File: config.mk
export PLATFORM = sky130hd
export DESIGN_NAME = table_linear_interpolation_unit
export DESIGN_NICKNAME = d
export VERILOG_FILES = /design/src/rtl/tliu_pkg.sv /design/src/rtl/tliu_ram.sv /design/src/rtl/tliu_div.sv /design/src/rtl/table_linear_interpolation_unit.sv
export SDC_FILE = /design/constraint.sdc
export NUM_CORES = 2
export LEC_CHECK = 0
export BUFFER_PORTS_ARGS = -buffer_cell sky130_fd_sc_hd__buf_2
export CAP_MARGIN = 20
export CORE_UTILIZATION = 60
export DETAILED_ROUTE_END_ITERATION = 6
export PLACE_DENSITY_LB_ADDON = 0.2
export SLEW_MARGIN = 10
export SYNTH_ARGS = -nofsm -noshare
export SYNTH_HDL_FRONTEND = slang
export SYNTH_SLANG_ARGS = --single-unit
File: constraint.sdc
create_clock -name clk -period 11.3 [get_ports clk]
set_clock_uncertainty 0.15 [all_clocks]
set_input_delay 1.695 -clock clk [delete_from_list [all_inputs] [get_ports clk]]
set_output_delay 1.695 -clock clk [all_outputs]
set_load 0.02 [all_outputs]
File: src/rtl/tliu_pkg.sv
`default_nettype none

package tliu_pkg;

  // Opcodes of an input item.
  localparam logic [1:0] OP_CLEAR = 2'd0;
  localparam logic [1:0] OP_LOAD  = 2'd1;
  localparam logic [1:0] OP_QUERY = 2'd2;

  // Result status codes.
  localparam logic [2:0] ST_OK    = 3'd0;
  localparam logic [2:0] ST_BELOW = 3'd1;
  localparam logic [2:0] ST_ABOVE = 3'd2;
  localparam logic [2:0] ST_FULL  = 3'd3;
  localparam logic [2:0] ST_EMPTY = 3'd4;

  // Serial divider widths. The dividend magnitude is a product of a positive
  // 16-bit angle span and a 17-bit value span, so it stays below 2**32.
  // The quotient is always smaller than the value span.
  localparam int DVD_W = 32;
  localparam int DSR_W = 16;
  localparam int QUO_W = 17;

  // One table point as it is kept in the memory.
  typedef struct packed {
    logic signed [15:0] ang;
    logic signed [15:0] val;
  } entry_t;

endpackage

`default_nettype wire

File: src/rtl/tliu_ram.sv
`default_nettype none

module tliu_ram #(
  parameter int WIDTH = 32,
  parameter int DEPTH = 64
) (
  input  wire logic                                   clk,
  input  wire logic                                   we,
  input  wire logic [((DEPTH > 1) ? $clog2(DEPTH) : 1)-1:0] waddr,
  input  wire logic [WIDTH-1:0]                       wdata,
  input  wire logic [((DEPTH > 1) ? $clog2(DEPTH) : 1)-1:0] raddr,
  output logic      [WIDTH-1:0]                       rdata
);

  logic [WIDTH-1:0] mem [DEPTH];

  always_ff @(posedge clk) begin
    if (we) begin
      mem[waddr] <= wdata;
    end
    rdata <= mem[raddr];
  end

endmodule

`default_nettype wire

File: src/rtl/tliu_div.sv
`default_nettype none

module tliu_div (
  input  wire logic                       clk,
  input  wire logic                       rst,
  input  wire logic                       start,
  input  wire logic [tliu_pkg::DVD_W-1:0] dividend,
  input  wire logic [tliu_pkg::DSR_W-1:0] divisor,
  output logic                            done,
  output logic      [tliu_pkg::QUO_W-1:0] quotient
);

  localparam int CNT_W = $clog2(tliu_pkg::DVD_W);

  logic                       busy;
  logic [CNT_W-1:0]           cnt;
  logic [tliu_pkg::DVD_W-1:0] work;
  logic [tliu_pkg::DSR_W-1:0] rem;
  logic [tliu_pkg::DSR_W-1:0] dsr;
  logic [tliu_pkg::DSR_W:0]   rem_sh;
  logic [tliu_pkg::DSR_W+1:0] diff;
  logic                       take;

  // One restoring step per cycle; quotient bits shift in where dividend bits leave.
  assign rem_sh   = {rem, work[tliu_pkg::DVD_W-1]};
  assign diff     = {1'b0, rem_sh} - {2'b00, dsr};
  assign take     = ~diff[tliu_pkg::DSR_W+1];
  assign quotient = work[tliu_pkg::QUO_W-1:0];

  always_ff @(posedge clk) begin
    if (rst) begin
      busy <= 1'b0;
      done <= 1'b0;
      cnt  <= '0;
    end else begin
      done <= 1'b0;
      if (start) begin
        busy <= 1'b1;
        cnt  <= '0;
      end else if (busy) begin
        cnt <= cnt + 1'b1;
        if (cnt == CNT_W'(tliu_pkg::DVD_W - 1)) begin
          busy <= 1'b0;
          done <= 1'b1;
        end
      end
    end
  end

  always_ff @(posedge clk) begin
    if (start) begin
      work <= dividend;
      rem  <= '0;
      dsr  <= divisor;
    end else if (busy) begin
      rem  <= take ? diff[tliu_pkg::DSR_W-1:0] : rem_sh[tliu_pkg::DSR_W-1:0];
      work <= {work[tliu_pkg::DVD_W-2:0], take};
    end
  end

endmodule

`default_nettype wire

File: src/rtl/table_linear_interpolation_unit.sv
`default_nettype none

// Piecewise linear lookup table of up to TABLE_DEPTH (angle, value) points in
// Q8.8. Each item clears the table, appends a point (or reports a full table),
// queries a value, or, with the unused opcode, does nothing, and gives exactly
// one result. The block takes one item at a time. A query scans the point
// memory entry by entry up to the first entry at or above the query angle; an
// exact hit ends there, and an interpolation goes on with the multiply, the
// serial divider (load, 32 steps and its done flag) and the final add. The
// first query after loads out of angle order first sorts the table in place.
// A finished result is held in the output register until taken.
module table_linear_interpolation_unit #(
  parameter int TABLE_DEPTH = 64
) (
  input  wire logic               clk,
  input  wire logic               rst,
  input  wire logic               in_valid,
  output logic                    in_stall,
  input  wire logic        [1:0]  opcode,
  input  wire logic signed [15:0] angle,
  input  wire logic signed [15:0] point_value,
  output logic                    out_valid,
  input  wire logic               out_stall,
  output logic signed      [15:0] value_out,
  output logic             [2:0]  status
);

  localparam int AW = $clog2(TABLE_DEPTH);
  localparam int CW = $clog2(TABLE_DEPTH + 1);
  localparam logic [CW-1:0] DEPTH_C = CW'(TABLE_DEPTH);

  localparam logic [3:0] S_IDLE     = 4'd0;
  localparam logic [3:0] S_SORT_RDI = 4'd1;
  localparam logic [3:0] S_SORT_LDI = 4'd2;
  localparam logic [3:0] S_SORT_RDJ = 4'd3;
  localparam logic [3:0] S_SORT_CMP = 4'd4;
  localparam logic [3:0] S_SORT_WR1 = 4'd5;
  localparam logic [3:0] S_SORT_WR2 = 4'd6;
  localparam logic [3:0] S_SCAN_RD  = 4'd7;
  localparam logic [3:0] S_SCAN_CMP = 4'd8;
  localparam logic [3:0] S_MUL      = 4'd9;
  localparam logic [3:0] S_DIV_GO   = 4'd10;
  localparam logic [3:0] S_DIV_WAIT = 4'd11;
  localparam logic [3:0] S_SUM      = 4'd12;
  localparam logic [3:0] S_OUT      = 4'd13;

  logic [3:0]               state;
  logic [CW-1:0]            count;
  logic                     sorted;
  logic [CW-1:0]            idx_i;
  logic [CW-1:0]            idx_j;
  logic [CW-1:0]            idx_m;
  logic signed [15:0]       q_ang;
  logic signed [15:0]       max_angle;
  tliu_pkg::entry_t         ent_i;
  tliu_pkg::entry_t         min_ent;
  tliu_pkg::entry_t         lo_ent;
  tliu_pkg::entry_t         hi_ent;
  logic signed [33:0]       prod;
  logic [15:0]              span;
  logic                     neg;
  logic signed [15:0]       res_value;
  logic [2:0]               res_status;

  logic                     ram_we;
  logic [AW-1:0]            ram_waddr;
  tliu_pkg::entry_t         ram_wdata;
  logic [AW-1:0]            ram_raddr;
  tliu_pkg::entry_t         ram_rdata;

  logic                     in_acc;
  logic                     out_free;
  logic signed [16:0]       dq;
  logic signed [16:0]       dv;
  logic signed [16:0]       da;
  logic signed [33:0]       prod_abs;
  logic                     div_start;
  logic                     div_done;
  logic [tliu_pkg::QUO_W-1:0] div_quo;
  logic signed [17:0]       quo_s;
  logic signed [17:0]       sum;
  logic signed [15:0]       sat;

  assign in_stall = (state != S_IDLE);
  assign in_acc   = in_valid & ~in_stall;
  assign out_free = ~out_valid | ~out_stall;

  tliu_ram #(
    .WIDTH ($bits(tliu_pkg::entry_t)),
    .DEPTH (TABLE_DEPTH)
  ) u_ram (
    .clk   (clk),
    .we    (ram_we),
    .waddr (ram_waddr),
    .wdata (ram_wdata),
    .raddr (ram_raddr),
    .rdata (ram_rdata)
  );

  // Memory port selection.
  always_comb begin
    ram_we    = 1'b0;
    ram_waddr = count[AW-1:0];
    ram_wdata = '{ang: angle, val: point_value};
    case (state)
      S_IDLE: begin
        ram_we = in_acc && (opcode == tliu_pkg::OP_LOAD) && (count != DEPTH_C);
      end
      S_SORT_WR1: begin
        ram_we    = 1'b1;
        ram_waddr = idx_i[AW-1:0];
        ram_wdata = min_ent;
      end
      S_SORT_WR2: begin
        ram_we    = 1'b1;
        ram_waddr = idx_m[AW-1:0];
        ram_wdata = ent_i;
      end
      default: begin
        ram_we = 1'b0;
      end
    endcase
  end

  assign ram_raddr = (state == S_SORT_RDI) ? idx_i[AW-1:0] : idx_j[AW-1:0];

  // Interpolation operands; the angle span is positive and below 2**16.
  assign dq       = {q_ang[15], q_ang} - {lo_ent.ang[15], lo_ent.ang};
  assign dv       = {hi_ent.val[15], hi_ent.val} - {lo_ent.val[15], lo_ent.val};
  assign da       = {hi_ent.ang[15], hi_ent.ang} - {lo_ent.ang[15], lo_ent.ang};
  assign prod_abs = prod[33] ? -prod : prod;
  assign div_start = (state == S_DIV_GO);

  tliu_div u_div (
    .clk      (clk),
    .rst      (rst),
    .start    (div_start),
    .dividend (prod_abs[tliu_pkg::DVD_W-1:0]),
    .divisor  (span),
    .done     (div_done),
    .quotient (div_quo)
  );

  // Truncation toward zero: divide magnitudes, then restore the sign.
  assign quo_s = neg ? -{1'b0, div_quo} : {1'b0, div_quo};
  assign sum   = {{2{lo_ent.val[15]}}, lo_ent.val} + quo_s;

  always_comb begin
    if (sum > 18'sd32767) begin
      sat = 16'sh7FFF;
    end else if (sum < -18'sd32768) begin
      sat = 16'sh8000;
    end else begin
      sat = sum[15:0];
    end
  end

  // Control state.
  always_ff @(posedge clk) begin
    if (rst) begin
      state     <= S_IDLE;
      count     <= '0;
      sorted    <= 1'b1;
      out_valid <= 1'b0;
    end else begin
      if (state == S_OUT && out_free) begin
        out_valid <= 1'b1;
      end else if (!out_stall) begin
        out_valid <= 1'b0;
      end

      case (state)
        S_IDLE: begin
          if (in_acc) begin
            case (opcode)
              tliu_pkg::OP_CLEAR: begin
                count  <= '0;
                sorted <= 1'b1;
                state  <= S_OUT;
              end
              tliu_pkg::OP_LOAD: begin
                if (count != DEPTH_C) begin
                  // With an ordered table the largest angle is the last one.
                  if (count != '0 && angle < max_angle) begin
                    sorted <= 1'b0;
                  end
                  count <= count + 1'b1;
                end
                state <= S_OUT;
              end
              tliu_pkg::OP_QUERY: begin
                if (count == '0) begin
                  state <= S_OUT;
                end else if (!sorted) begin
                  state <= S_SORT_RDI;
                end else begin
                  state <= S_SCAN_RD;
                end
              end
              default: begin
                state <= S_OUT;
              end
            endcase
          end
        end
        S_SORT_RDI: state <= S_SORT_LDI;
        S_SORT_LDI: state <= S_SORT_RDJ;
        S_SORT_RDJ: state <= (idx_j == count) ? S_SORT_WR1 : S_SORT_CMP;
        S_SORT_CMP: state <= S_SORT_RDJ;
        S_SORT_WR1: state <= S_SORT_WR2;
        S_SORT_WR2: begin
          if (idx_i + 1'b1 == count) begin
            sorted <= 1'b1;
            state  <= S_SCAN_RD;
          end else begin
            state <= S_SORT_RDI;
          end
        end
        S_SCAN_RD: state <= (idx_j == count) ? S_OUT : S_SCAN_CMP;
        S_SCAN_CMP: begin
          if (ram_rdata.ang == q_ang) begin
            state <= S_OUT;
          end else if (ram_rdata.ang > q_ang) begin
            state <= (idx_j == '0) ? S_OUT : S_MUL;
          end else begin
            state <= S_SCAN_RD;
          end
        end
        S_MUL:      state <= S_DIV_GO;
        S_DIV_GO:   state <= S_DIV_WAIT;
        S_DIV_WAIT: state <= div_done ? S_SUM : S_DIV_WAIT;
        S_SUM:      state <= S_OUT;
        S_OUT:      state <= out_free ? S_IDLE : S_OUT;
        default:    state <= S_IDLE;
      endcase
    end
  end

  // Datapath registers.
  always_ff @(posedge clk) begin
    case (state)
      S_IDLE: begin
        res_value  <= '0;
        res_status <= tliu_pkg::ST_OK;
        idx_i      <= '0;
        idx_j      <= '0;
        q_ang      <= angle;
        if (in_acc) begin
          if (opcode == tliu_pkg::OP_LOAD) begin
            if (count == DEPTH_C) begin
              res_status <= tliu_pkg::ST_FULL;
            end else if (count == '0 || angle > max_angle) begin
              max_angle <= angle;
            end
          end else if (opcode == tliu_pkg::OP_QUERY && count == '0) begin
            res_status <= tliu_pkg::ST_EMPTY;
          end
        end
      end
      S_SORT_LDI: begin
        ent_i   <= ram_rdata;
        min_ent <= ram_rdata;
        idx_m   <= idx_i;
        idx_j   <= idx_i + 1'b1;
      end
      S_SORT_CMP: begin
        // Strict compare keeps the first minimum of the pass.
        if (ram_rdata.ang < min_ent.ang) begin
          min_ent <= ram_rdata;
          idx_m   <= idx_j;
        end
        idx_j <= idx_j + 1'b1;
      end
      S_SORT_WR2: begin
        idx_i <= idx_i + 1'b1;
        idx_j <= '0;
      end
      S_SCAN_RD: begin
        if (idx_j == count) begin
          res_status <= tliu_pkg::ST_ABOVE;
        end
      end
      S_SCAN_CMP: begin
        if (ram_rdata.ang == q_ang) begin
          res_value <= ram_rdata.val;
        end else if (ram_rdata.ang > q_ang) begin
          hi_ent <= ram_rdata;
          if (idx_j == '0) begin
            res_status <= tliu_pkg::ST_BELOW;
          end
        end else begin
          lo_ent <= ram_rdata;
          idx_j  <= idx_j + 1'b1;
        end
      end
      S_MUL: begin
        prod <= dq * dv;
        span <= da[15:0];
        neg  <= dv[16];
      end
      S_SUM: begin
        res_value <= sat;
      end
      default: begin
      end
    endcase
  end

  always_ff @(posedge clk) begin
    if (state == S_OUT && out_free) begin
      value_out <= res_value;
      status    <= res_status;
    end
  end

`ifndef SYNTHESIS
  a_count_bound: assert property (@(posedge clk) disable iff (rst)
    count <= DEPTH_C)
    else $error("point count exceeds table depth");

  a_div_done_wait: assert property (@(posedge clk) disable iff (rst)
    div_done |-> state == S_DIV_WAIT)
    else $error("divider finished outside its wait state");

  a_sort_write_range: assert property (@(posedge clk) disable iff (rst)
    (ram_we && state != S_IDLE) |-> {1'b0, ram_waddr} < {1'b0, count})
    else $error("sort writes beyond the filled part of the table");

  a_scan_sorted: assert property (@(posedge clk) disable iff (rst)
    state == S_SCAN_RD |-> sorted)
    else $error("scan started on an unordered table");

  a_empty_query: assert property (@(posedge clk) disable iff (rst)
    (in_acc && opcode == tliu_pkg::OP_QUERY && count == '0)
      |=> (state == S_OUT && res_status == tliu_pkg::ST_EMPTY))
    else $error("query on an empty table not flagged");
`endif

endmodule

`default_nettype wire

# [Yosys cells after proc, flatten, opt, wreduce, memory -nomap -nowiden]
# Memory sizes are Yosys's and may differ from the RTL's. A register that Yosys moved wholly into a read port is not among the register bits.
# Cells that the tools add are included.
[word_totals] register_bits=353 mem_bits_rw=2048 latch_bits=0 output_inout_bits=21 n_memories=1 romBits=0 wordCells=186
[memory_table] name="u_ram.mem" words=64 width=32 read_ports=1 rd_ports_with_merged_regs=1 wr=1 line_no="tliu_ram.sv:15" rtl="logic [WIDTH-1:0] mem [DEPTH];"
[op_classes] mux=59 bitwise_logic=10 n_lt_le_gt_ge=6 mul=1 n_div=0 eq_ne=35 n_addsub=11 n_shift=0 reduce_logical=33
[op_table] op="$mux 32" count=4
[op_table] op="$pmux 32 s2" count=2
[op_table] op="$mux 16" count=4
[op_table] op="$pmux 4 s13" count=1
[op_table] op="$pmux 16 s3" count=1
[op_table] op="$mux 3" count=12
[op_table] op="$mul 17x17->34" count=1
[op_table] op="$sub 16x16->17" count=2
[op_table] op="$gt 16x16->1" count=2
[op_table] op="$lt 16x16->1" count=2
[op_table] op="$neg 32->32" count=1
[op_table] op="$pmux 7 s2" count=2
[op_table] op="$pmux 7 s4" count=1
[op_table] op="$eq 4x4->1 const B" count=6
[op_table] op="$mux 4" count=6
[op_table] op="$pmux 6 s2" count=2
[op_table] op="$add 7x1->7 const B" count=3
[op_table] op="$mux 7" count=3
[op_table] op="$ne 2x2->1 const B" count=10
[op_table] op="$add 18x18->18" count=1
[op_table] op="$gt 18x16->1 const B" count=1
[op_table] op="$lt 18x16->1 const B" count=1
[op_table] op="$mux 18" count=1
[op_table] op="$neg 17->18" count=1
[op_table] op="40 further kinds" count=85

# [Longest topological paths before layout]
[logic_depth] depth_word=8 ltp_mapped=35 ltp_nobuf=34

# [By module]
# A second synthesis with hierarchy kept.
[hier_totals] cells_unflattened=6479 area_unflattened_um2=109098.4
[modules_own_cells] mod="tliu_ram" cells_per_inst=3572 instances=1 area_per_inst_um2=78890.7 seq_area_each_um2=62139.6
[modules_own_cells] mod="table_linear_interpolation_unit" cells_per_inst=2545 instances=1 area_per_inst_um2=26236.4 seq_area_each_um2=8308.0
[modules_own_cells] mod="tliu_div" cells_per_inst=362 instances=1 area_per_inst_um2=3971.3 seq_area_each_um2=1901.8

# [Worst setup path after synthesis]
# OpenSTA, ideal clock, no wires.
[synth_timing] path_kind="register -> register" from="register lo_ent[1] in the netlist's numbering" to="register prod[30] (data pin)" t_arrival_ps=8174 t_required_ps=10892 setup_slack_ps=2719 path_buffers=1 path_stages_with_launch=31 setup_time_ps=258 path_cell_list="edfxtp_1 > inv_1 > ha_1 > nor2b_1 > o31a_1 > or4_1 > a221oi_1 > a22o_1 > o2111ai_1 > a21oi_1 > xor2_1 > buf_2 > nor2_1 > fa_1 > fa_1 > fa_1 > fa_1 > fa_1 > inv_1 > fa_1 > inv_1 > ha_1 > a21oi_1 > nor2_1 > nor2_1 > or4b_1 > o221a_1 > or4_1 > a31o_1 > a21oi_1 > xnor2_1"
[synth_via] elab_chain_len=2
[synth_rtl] element="from (decl)" line_no="table_linear_interpolation_unit.sv:57" rtl="tliu_pkg::entry_t lo_ent;"
[synth_rtl] element="from (signal assigned)" line_no="table_linear_interpolation_unit.sv:292" rtl="lo_ent <= ram_rdata;"
[synth_rtl] element="$sub 16x16->17" line_no="table_linear_interpolation_unit.sv:129" rtl="assign dv = {hi_ent.val[15], hi_ent.val} - {lo_ent.val[15], lo_ent.val};"
[synth_rtl] element="$mul 17x17->34" line_no="table_linear_interpolation_unit.sv:297" rtl="prod <= dq * dv;"
[synth_rtl] element="to (signal assigned)" line_no="table_linear_interpolation_unit.sv:297"
[synth_rtl] element="to (decl)" line_no="table_linear_interpolation_unit.sv:59" rtl="logic signed [33:0] prod;"
# Every way passes these cells.
# A chain may end at the register's enable or synchronous reset.

# [Worst setup path after layout]
[layout_timing] from="register lo_ent[16] in the netlist's numbering" to="register prod[30] (data pin)"
[layout_via] elab_chain_len=2
[layout_rtl] element="$sub 16x16->17" line_no="table_linear_interpolation_unit.sv:128" rtl="assign dq = {q_ang[15], q_ang} - {lo_ent.ang[15], lo_ent.ang};"
[layout_rtl] element="$mul 17x17->34" line_no="table_linear_interpolation_unit.sv:297"
# Every way passes these cells.

==> results.toml <==
[placed_design]
post_dp_cell_area_mm2 = 0.113
place_congestion = 0.888
io_buffers = 58
dp.final_hpwl_um = 172000

[die]
start_util_pct = 60.4
core_area_mm2 = 0.181
die_w_um = 428
io_pins = 59
die_h_um = 428
dieArea_mm2 = 0.183
rows = 156

[logic_synthesis]
yosysWarnings = 0
ys_async_sr_fraction_pct = 0
synth_ff_type = "edfxtp_1"
synth-seq-cells = 2432
syn_inst = 6779
syn_avg_cell_area_um2 = 16.1
syn_nets = 7339
yosysSeqAreaShare_pct = 66.4
yosysUniqueCellTypes = 85
synth.cell_area_mm2 = 0.109
synth_edf_count = 2364

[sta]
tns_ns = 0
fmax_mhz = 106
slew_headroom_pct = 17.2
drv_slew = 0
post-route-period-util_pct = 83.2
rsz0062_at_grt = "no"
setup_violations = 0
period_needed_ns = 9.40
worst_slew_pin_slew_ns = 1.24
final-hold-violation-count = 0

[worst_setup_path]
crit_fanout = 13
crit_path_end_kind = "flop"
startpoint_type = "flop"
crit_path_frequent_cell = "fa_1"
path_class = "flop to flop"
reg2reg_depth = 32
cpMaxStageDelayCell = "nor3_2"
max_stage_delay_ns = 0.83
cp.arrival_ns = 9.84
worstPathRequired_ns = 11.74

[global_routing]
grt_pass1_vias = 62000
grt_max_degree = 127
grt_first_pass_wirelength_um = 412000
antenna_found_initial = 22
grt_usage_pct = 31.0
gr-total-overflow = 0

[detailed_routing]
vias = 61800
drt_iter0_markers = 7634
firstDrtPassIters = 6
antenna_left = 0
vias_per_cell = 6.49
wl_per_cell_um = 29.5
drc = 0
finalWirelength_um = 281000

[layout]
final_common_cell = "edfxtp_1"
most-common-layout-cells = "edfxtp_1 (2364), nand2_1 (870), mux4_2 (492)"
stdcell_area_mm2 = 0.121
fillers = 11900
drive_gt1_share_pct = 17.4
syn2layout_area_growth_pct = 10.9
final_nets = 7504

[min_path]
hold_path_class = "flop to flop"
hold-path-cell-count = 0

[outcome]
status = "finished, final reports clean"

[clock_network]
clk_latency_ns = 0.90
cts.path.max_buffers = 3
cts_tree = "built"
path_clk_slew_ns = 0.06
cts_setup_buffers = 0
hold_buffers = 0
cts_resized = 0
cts-htree-levels = 4
numClockSinks = 2432
numCtsBuffers = 233
cts-root-buf = "clkbuf_16"

[run]
maxCapViolCount = 0
cell usage after synthesis (all sizes together) (13+ instances only):
cell,number,area [um^2]
o21a,28,210
nand3,117,586
xnor2,106,928
nor3,55,280
mux2i,21,210
inv,444,1670
o221ai,29,254
fa,302,6050
o21ai,150,751
and3,48,300
nor2,309,1160
nor4,16,100
ha,220,2750
and2,46,288
nand2b,37,231
mux4,492,11100
nand4,20,125
a32oi,28,245
a211oi,13,103
nor2b,37,231
a21oi,217,1090
clkbuf,200,751
edfxtp,2364,71000
a31oi,46,288
dfxtp,68,1360
a22oi,24,180
o31ai,21,158
xor2,71,622
nand2,888,3330
a221o,28,280
buf,110,573
or2,17,106
a311oi,30,263
a21o,38,285
or3,15,93.8
cell families (layout without fill, tap and decap cells):
| group | Yosys count | after routing | share of synthesized area [%] |
|---|---|---|---|
| DFF | 2432 | 2432 | 66.4 |
| and+or+nand+nor | 1635 | 1635 | 6.52 |
| buffers and inverters | 754 | 1115 | 2.74 |
| AOI/OAI and AO/OA | 740 | 740 | 4.47 |
| adders and majority gates | 522 | 522 | 8.07 |
| muxes | 519 | 519 | 10.4 |
| xor gates and xnor gates | 177 | 177 | 1.42 |
| other | 0 | 9 | 0 |
state kept, by name, summed over array words and instances, names as in the netlist, 6 cells and up:
name,cells
u_div.rem,16
res_value,16
u_div.work,32
idx_i,7
ent_i,32
count,7
hi_ent,32
idx_m,6
q_ang,16
lo_ent,32
span,16
value_out,16
prod,33
u_ram.mem,2048
u_ram.rdata,32
u_div.dsr,16
idx_j,7
min_ent,32
max_angle,16
layer usage:
layer	GRT usage [%]	share of wire [%]	vias up
met5	0	0.025	-
met4	13.8	4.9	10
met3	5.75	10	590
met2	48.9	47	3391
met1	42.6	38	31900
li1	-	-	25900
worst max-delay path: cells and delay by family, from the launching register on:
kind / cells / cell delay (ns)
AND/OR/NAND/NOR: 8 / 2.39
adder cells (fa/ha/maj): 9 / 4.04
XOR/XNOR: 1 / 0.09
buffers and inverters: 5 / 0.24
AO/OA/AOI/OAI: 9 / 1.76
flip-flops: 1 / 0.40
stage by stage:
| stage | util [%] | setup slack, ns | cells | hold slack (ns) |
|---|---|---|---|---|
| 3_3_place_gp | 62.7 | 2.09 | 9074 | 0.252 |
| 3_5_place_dp | 62.7 | 1.98 | 9076 | 0.255 |
| 5_1_grt | 67.0 | 1.37 | 9516 | 0.263 |
| 2_1_floorplan | - | 2.72 | 6779 | 0.250 |
| 4_1_cts | 66.9 | 1.90 | 9507 | 0.271 |
| 6_report | 67.0 | 1.90 | 9519 | 0.269 |
path summary, 6_finish.rpt:
path,from,to,slack (ns)
worst min-delay path,res_value[3],value_out[3],0.27
worst max-delay path,lo_ent[16],prod[30],1.90
worst max register to register,lo_ent[16],prod[30],1.90
worst min register to register,res_value[3],value_out[3],0.27
final cells by class:
type	instances	area, um^2	share of cell area [%]
flip-flops and latches	2432	72300	59.8
multi-input cells	3593	34400	28.5
clock buffers	283	6070	5.02
well taps	2370	2970	2.45
repair buffers	240	1740	1.44
clock inverters	148	1670	1.38
inverters	444	1670	1.38
diodes	9	22.5	0.0186
Power is not shown: default switching activity piles up to over one toggle a cycle in this logic, so the estimate is an artifact.
